--- src/hw/rtl/assert_macros.svh ---
// Assertion macros for the transcoder RTL.
// Stand-alone header; no dependencies.
`ifndef ASSERT_MACROS_SVH
`define ASSERT_MACROS_SVH

// Check a property on every rising edge outside reset.
`define CTRE_ASSERT(lbl, clk, rst_n, prop, msg) \
  lbl: assert property (@(posedge clk) disable iff (!rst_n) prop) else $error(msg);

// Check that a condition never holds outside reset.
`define CTRE_ASSERT_NEVER(lbl, clk, rst_n, cond, msg) \
  lbl: assert property (@(posedge clk) disable iff (!rst_n) !(cond)) else $error(msg);

`endif

--- src/hw/rtl/ctre_pkg.sv ---
// Shared types, codes and helpers of the charset transcoder.
// No dependencies.
package ctre_pkg;

  localparam int CODE_COUNT = 256;
  localparam int CODE_W     = 8;
  localparam int RESULT_CAP = 16;
  localparam int RAW_MAX    = 4;
  localparam int RAW_CNT_W  = $clog2(RAW_MAX + 1);

  localparam logic [7:0] CH_BSLASH  = 8'h5C;
  localparam logic [7:0] CH_QUOTE   = 8'h27;
  localparam logic [7:0] STRIP_MASK = 8'h7F;

  // conversion_mode codes; the unused code behaves as plain
  localparam logic [1:0] MODE_PLAIN = 2'd0;
  localparam logic [1:0] MODE_RTF   = 2'd1;
  localparam logic [1:0] MODE_STRIP = 2'd2;

  typedef enum logic [1:0] {
    REQ_DATA    = 2'd0,
    REQ_WR_CHAR = 2'd1,
    REQ_WR_LEN  = 2'd2,
    REQ_EOS     = 2'd3
  } req_t;

  typedef enum logic [1:0] {
    PH_IDLE   = 2'd0,
    PH_BSLASH = 2'd1,
    PH_QUOTE  = 2'd2,
    PH_HIGH   = 2'd3
  } phase_t;

  typedef enum logic [1:0] {
    ST_IDLE,
    ST_ENTRY,
    ST_RAW
  } ctl_state_t;

  typedef enum logic [1:0] {
    ACT_NONE,
    ACT_ENTRY,
    ACT_RAW
  } act_t;

  typedef struct packed {
    logic in_ready;
    logic accept;
    logic emit_entry;
    logic emit_raw;
  } ctre_cmd_t;

  typedef struct packed {
    logic in_valid;
    act_t act;
    logic len_zero;
    logic entry_last;
    logic raw_last;
    logic out_free;
  } ctre_sts_t;

  // {valid, value} of an ASCII hex digit
  function automatic logic [4:0] hex_decode(input logic [7:0] c);
    logic [4:0] r;
    r = '0;
    if (c >= 8'h30 && c <= 8'h39) begin
      r = {1'b1, 4'(c - 8'h30)};
    end else if (c >= 8'h41 && c <= 8'h46) begin
      r = {1'b1, 4'(c - 8'h37)};
    end else if (c >= 8'h61 && c <= 8'h66) begin
      r = {1'b1, 4'(c - 8'h57)};
    end
    return r;
  endfunction

endpackage

--- src/hw/rtl/ctre_ctrl.sv ---
// Controller: sequences accept, table string emission and raw byte emission.
// Depends on ctre_pkg.
module ctre_ctrl import ctre_pkg::*; (
  input  logic      clk,
  input  logic      rst_n,
  input  ctre_sts_t sts,
  output ctre_cmd_t cmd
);

  ctl_state_t state_r, state_nxt;

  always_ff @(posedge clk) begin
    if (!rst_n) begin
      state_r <= ST_IDLE;
    end else begin
      state_r <= state_nxt;
    end
  end

  always_comb begin
    state_nxt = state_r;
    cmd       = '0;
    case (state_r)
      ST_IDLE: begin
        // hold input closed while reset is applied
        cmd.in_ready = rst_n;
        cmd.accept   = sts.in_valid && rst_n;
        if (sts.in_valid && rst_n) begin
          case (sts.act)
            ACT_ENTRY: state_nxt = ST_ENTRY;
            ACT_RAW:   state_nxt = ST_RAW;
            default:   state_nxt = ST_IDLE;
          endcase
        end
      end
      ST_ENTRY: begin
        if (sts.len_zero) begin
          state_nxt = ST_IDLE;
        end else if (sts.out_free) begin
          cmd.emit_entry = 1'b1;
          if (sts.entry_last) begin
            state_nxt = ST_IDLE;
          end
        end
      end
      ST_RAW: begin
        if (sts.out_free) begin
          cmd.emit_raw = 1'b1;
          if (sts.raw_last) begin
            state_nxt = ST_IDLE;
          end
        end
      end
      default: begin
        state_nxt = ST_IDLE;
      end
    endcase
  end

endmodule

--- config.mk ---
export PLATFORM = sky130hd
export DESIGN_NAME = ctre_ctrl
export DESIGN_NICKNAME = d
export VERILOG_FILES = /design/src/hw/rtl/assert_macros.svh /design/src/hw/rtl/ctre_pkg.sv /design/src/hw/rtl/ctre_ctrl.sv
export SDC_FILE = /design/constraint.sdc
export NUM_CORES = 1
export LEC_CHECK = 0
export BUFFER_PORTS_ARGS = -buffer_cell sky130_fd_sc_hd__buf_2
export CAP_MARGIN = 20
export CELL_PAD_IN_SITES_DETAIL_PLACEMENT = 2
export CELL_PAD_IN_SITES_GLOBAL_PLACEMENT = 2
export CORE_AREA = 2 2 39 41
export DETAILED_ROUTE_END_ITERATION = 10
export DIE_AREA = 0 0 41 43
export GPL_TIMING_DRIVEN = 0
export PLACE_DENSITY_LB_ADDON = 0.3
export SYNTH_ARGS = -nofsm -noshare
export SYNTH_HDL_FRONTEND = slang
export SYNTH_SLANG_ARGS = --single-unit
--- constraint.sdc ---
create_clock -name clk -period 1 [get_ports clk]
set_input_delay 0.1 -clock clk [delete_from_list [all_inputs] [get_ports clk]]
set_output_delay 0.1 -clock clk [all_outputs]
set_load 0.005 [all_outputs]
==> flow_summary.toml, run 1 <==
[run_status]
status = "finished, violations left"
violations = "negative setup slack"

[detailed_routing]
wl_um = 656
vias_per_cell = 4.23
dr_wl_met3_um = 54
vias = 224
highest_layer = "met3"
wl_per_cell_um = 12.4
dr.pass1.iters = 1
final_antenna_net_count = 0
first_iter_violations = 0
wl_met1_um = 240
dr_wl_met2_um = 361
drcViolationCount = 0

[timing]
clock_skew_ns = 0.000884
hold_viol_final = 0
clock.fmax_ghz = 0.881
fin_ws_ns = -0.135
worst_slew_margin_rel_pct = 79.9
min_period_over_period_pct = 113
finalSetupViolCount = 6
rsz0062_at_grt = "true"
fin_crit_ns = 1.13
maxSlewViolCount = 0
worst_slew_pin_slew_ns = 0.300
tns_ns = -0.539

[grt]
grt_pass1_wl_um = 952
grt_pass1_vias = 249
grt_max_degree = 6
gr-total-overflow = 0
grt.total_usage_pct = 8.71
antenna_found_initial = 0

[floorplanning]
ios = 13
start_util_pct = 10.7
dieWidth_um = 41
fp.dieH_um = 43
dieArea_um2 = 1760
core_region_area_um2 = 1380
num_rows = 14

[clock_tree]
numCtsBuffers = 3
clockBufferDepth = 2
root_buffer = "clkbuf_4"
hold_buffers = 0
clock_sinks = 2
clock_latency_ns = 0.22
cts_tree = "yes"
cts_htree_levels = 1
clkTransAtPathRegs_ns = 0.03

[cells_and_area]
final_common_cell = "buf_2"
largest-register = "state_r"
fin_util_pct = 24.9
drive_above_1_share_pct = 86.5
largest_reg_flops = 2
layout.cells.non_filler = 53
antenna_cells = 0
reg_top3 = "state_r: 2 flops"
nNetsFinal = 48
mostFrequentLayoutCells = "buf_2, buf_4, clkbuf_4"
syn_to_final_growth_pct = 133

[placed_design]
io_buffers = 12
place_inst = 45
routabilityCongestion = 0.737

[synth]
syn_area_per_cell_um2 = 8.68
syn-num-nets = 26
synth_seq_cells = 2
syn_inst = 17
synth_cell_types = 15
yosysWarnings = 0
synthesis.area_um2 = 148
synthTopCellsByArea = "dfxtp_1, nor3b_2, a32o_2, o221a_1, a2111oi_1"
synth_area_leader_cell = "dfxtp_1"
synth_seq_area_share_pct = 27.1
synth.top_cell.area_share_pct = 27.1

[worst_setup_path]
crit_arrival_ns = 1.03
crit_path_end_kind = "primary output"
crit_type = "reg2out"
r2r_slack_ns = -0.10
cp-startpoint = "state_r[0]$_SDFFE_PN0P_"
worst_ep_required_time_ns = 0.90
r2r_start = "state_r[1]$_SDFFE_PN0P_"
critPathMaxFanout = 3
critPathLaunchType = "flip-flop"

[power_and_ir_drop]
p_int_uw = 271
switchingPower_uw = 89.8
p_comb_share_pct = 26.1
seq_power_share_pct = 24.3
ir_worst_vdd_uv = 519
finalPower_uw = 360
p_clk_share_pct = 49.6
p_leak_nw = 0.168
p_sw_share_pct = 24.9
power_density_nw_per_um2 = 1050

[worst_hold_path]
hold_path.class = "in2reg"
hold_start = "rst_n"

[run]
drv_cap = 0
-- repair_timing --
item                                    in CTS  in global routing
pin swaps                                    5                  1
resized for setup                            6                  6
endpoints found under the setup margin       5                  6
setup buffers                                5                  0
-- through the flow --
stage          instance area [um^2]  worst slack, ns  hold slack, ns
2_1_floorplan                   149           0.0439           0.227
4_1_cts                         315           -0.124           0.121
5_1_grt                         344           -0.200           0.148
3_5_place_dp                    229           -0.104           0.356
3_3_place_gp                    229          -0.0739           0.348
6_report                        344           -0.135           0.129
-- per-layer routing --
metal	up-vias	GRT usage, %
li1	108	-
met1	106	9.87
met2	10	11.9
met3	0	3.14
met4	0	8.00
met5	-	0
-- cells in the mapped netlist --
cell / instances
dfxtp_1: 2
inv_1: 2
a2111oi_1: 1
a32o_2: 1
and2_4: 1
and3_1: 1
and3_2: 1
inv_2: 1
nand2_1: 1
nand3_1: 1
nor3b_2: 1
nor4_1: 1
nor4b_1: 1
o21ai_1: 1
o221a_1: 1
-- worst max-delay path, cell delays in order (launching register included) --
cell and delay, ns:
dfxtp_4 0.35, nor3b_4 0.20, and2_4 0.18, buf_6 0.09
-- power groups by stage --
stage / registers, mW / logic (mW) / clock network [mW]
after floorplan: 0.0900 / 0.0239 / 0
after global placement: 0.0912 / 0.0529 / 0
after detailed placement: 0.0914 / 0.0548 / 0
after CTS: 0.0879 / 0.0826 / 0.191
after global routing: 0.0885 / 0.103 / 0.207
final: 0.0877 / 0.0941 / 0.179
-- worst paths after layout --
path | endpoint | cells after the start
setup / recovery | cmd[2] | 3
hold / removal | state_r[1]$_SDFFE_PN0P_ | 2
setup reg to reg | state_r[1]$_SDFFE_PN0P_ | 4
hold reg to reg | state_r[0]$_SDFFE_PN0P_ | 2
-- layout make-up --
class	instances	area (um^2)
Inverter	3	11.3
Fill cell	161	1040
Tap cell	16	20.0
Multi-Input combinational cell	12	133
Sequential cell	2	47.5
Clock buffer	3	22.5
Timing Repair Buffer	17	110
-- cells by family (layout without fill, tap and decap cells) --
logic type,after synthesis,after routing,share of synthesized area (%)
and+or+nand+nor,8,8,39.8
AOI/OAI and AO/OA,4,4,25.4
buffers and inverters,3,23,7.63
DFF,2,2,27.1
No activity file was read; power rests on OpenSTA's default activity.
==> run 2, diff against run 1 <==
--- a/config.mk
+++ b/config.mk
@@ -13,7 +13,7 @@
 export DETAILED_ROUTE_END_ITERATION = 10
 export DIE_AREA = 0 0 41 43
 export GPL_TIMING_DRIVEN = 0
-export PLACE_DENSITY_LB_ADDON = 0.3
+export PLACE_DENSITY = 0.59
 export SYNTH_ARGS = -nofsm -noshare
 export SYNTH_HDL_FRONTEND = slang
 export SYNTH_SLANG_ARGS = --single-unit
==> run 2 against run 1 <==
The flow still finishes with violations (negative setup slack). Sequential share of layout area up 2.9 points. Largest cell class unchanged. Die area unchanged. Combinational power down 29%. Non-clock buffer count down 4. Clock skew up 0.0015 ns. Critical endpoint unchanged. Sequential power up 0.9%. Largest power group unchanged. Critical path type unchanged. Via count down 8.5%. Cell count down 7.5%. First-iteration DRC count up 1.
==> flow_summary.toml, run 2 (synthesized netlist as in run 1, its figures left out) <==
[timing]
fin_ws_ns = -0.164
finalSetupViolCount = 5
hold_viol_final = 0
clock.fmax_ghz = 0.859
min_period_over_period_pct = 116
worst_slew_margin_rel_pct = 74.9
maxSlewViolCount = 0
worst_slew_pin_slew_ns = 0.376
rsz0062_at_grt = "true"
fin_crit_ns = 1.16
clock_skew_ns = 0.00240

[power_and_ir_drop]
p_leak_nw = 0.144
power_density_nw_per_um2 = 1170
ir_worst_vdd_uv = 436

[placed_design]
hpwlAfterDp_um = 465
placed_area_um2 = 229
io_buffers = 12
routabilityCongestion = 0.670
place_inst = 45

[worst_setup_path]
critPathMaxFanout = 8
critPathLaunchType = "flip-flop"
crit_arrival_ns = 1.06
crit_path_end_kind = "primary output"
worst_ep_required_time_ns = 0.90
crit_type = "reg2out"

[grt]
antenna_found_initial = 0
gr-total-overflow = 0
grt.total_usage_pct = 9.22
grt_max_degree = 9
grt_pass1_vias = 247
grt_pass1_wl_um = 1020

[cells_and_area]
drive_above_1_share_pct = 72.7
fillers = 165
layout.cells.non_filler = 49
mostFrequentLayoutCells = "buf_2, clkbuf_4, inv_1, dfxtp_4"
antenna_cells = 0
reg_top3 = "state_r: 2 flops"
nNetsFinal = 44
stdcell_area_um2 = 284
final_common_cell = "buf_2"
largest_reg_flops = 2
largest-register = "state_r"
syn_to_final_growth_pct = 92.4

[clock_tree]
clock_sinks = 2
cts_htree_levels = 1
root_buffer = "clkbuf_4"
clock_latency_ns = 0.22
numCtsBuffers = 3
cts_tree = "yes"
hold_buffers = 0
clockBufferDepth = 2
clkTransAtPathRegs_ns = 0.03

[detailed_routing]
wl_per_cell_um = 13.1
final_antenna_net_count = 0
vias_per_cell = 4.18
dr.pass1.iters = 2
vias = 205
drcViolationCount = 0
wl_um = 643
first_iter_violations = 1

[run]
drv_cap = 0

[floorplanning]
dieWidth_um = 41
dieArea_um2 = 1760
num_rows = 14
core_region_area_um2 = 1380
ios = 13
fp.dieH_um = 43
start_util_pct = 10.7

[run_status]
violations = "negative setup slack"
status = "finished, violations left"

[worst_hold_path]
hold_path.class = "in2reg"
-- run 2: final timing paths --
kind,start,end,slack (ns),depth (start not counted)
min reg2reg,state_r[0]$_SDFFE_PN0P_,state_r[0]$_SDFFE_PN0P_,0.67,2
max reg2reg,state_r[1]$_SDFFE_PN0P_,state_r[0]$_SDFFE_PN0P_,-0.05,2
max,state_r[1]$_SDFFE_PN0P_,cmd[2],-0.16,3
min,rst_n,state_r[1]$_SDFFE_PN0P_,0.15,2
-- run 2: metrics by stage --
step	setup TNS, ns	util, %	power [mW]	hold WS, ns	setup slack, ns
floorplan	0	-	0.114	0.227	0.0439
global placement	-0.0337	16.5	0.142	0.336	-0.0337
detailed placement	-0.209	16.5	0.147	0.363	-0.157
CTS	-0.448	20.5	0.343	0.138	-0.163
global route	-0.684	20.5	0.356	0.158	-0.203
finish	-0.372	20.5	0.334	0.148	-0.164
-- run 2: where the power goes --
| group | switching, mW | leakage, nW | internal (mW) | total, mW |
|---|---|---|---|---|
| sequential | 0.00727 | 0.0178 | 0.0813 | 0.0885 |
| clock | 0.0460 | 0.0138 | 0.132 | 0.178 |
| combinational | 0.0280 | 0.112 | 0.0387 | 0.0667 |
| total | 0.0813 | 0.144 | 0.252 | 0.334 |
-- run 2: worst max-delay path, stage by stage (launching register included) --
cell,delay [ns]
dfxtp_4,0.36
nor3b_4,0.20
and2_4,0.18
buf_6,0.09
-- run 2: per-layer routing --
metal,up-vias,global-route usage (%),wire (um),share of wire [%]
met1,94,9.58,243,38
met2,13,13.4,324,50
met4,0,10.0,0,0
li1,98,-,-,-
met5,-,0,0,0
met3,0,2.09,75,12
-- run 2: cell type report --
class	count	area (um^2)	share of cell area, %
multi-input combinational	12	109	38.3
timing repair buffer	13	73.8	26.0
sequential	2	47.5	16.7
clock buffer	3	22.5	7.93
tap	16	20.0	7.05
inverter	3	11.3	3.96
-- run 2: what timing repair did --
item                                    in CTS  in global routing
resized for setup                            6                  0
setup buffers                                1                  0
pin swaps                                    3                  1
endpoints found under the setup margin       6                  6
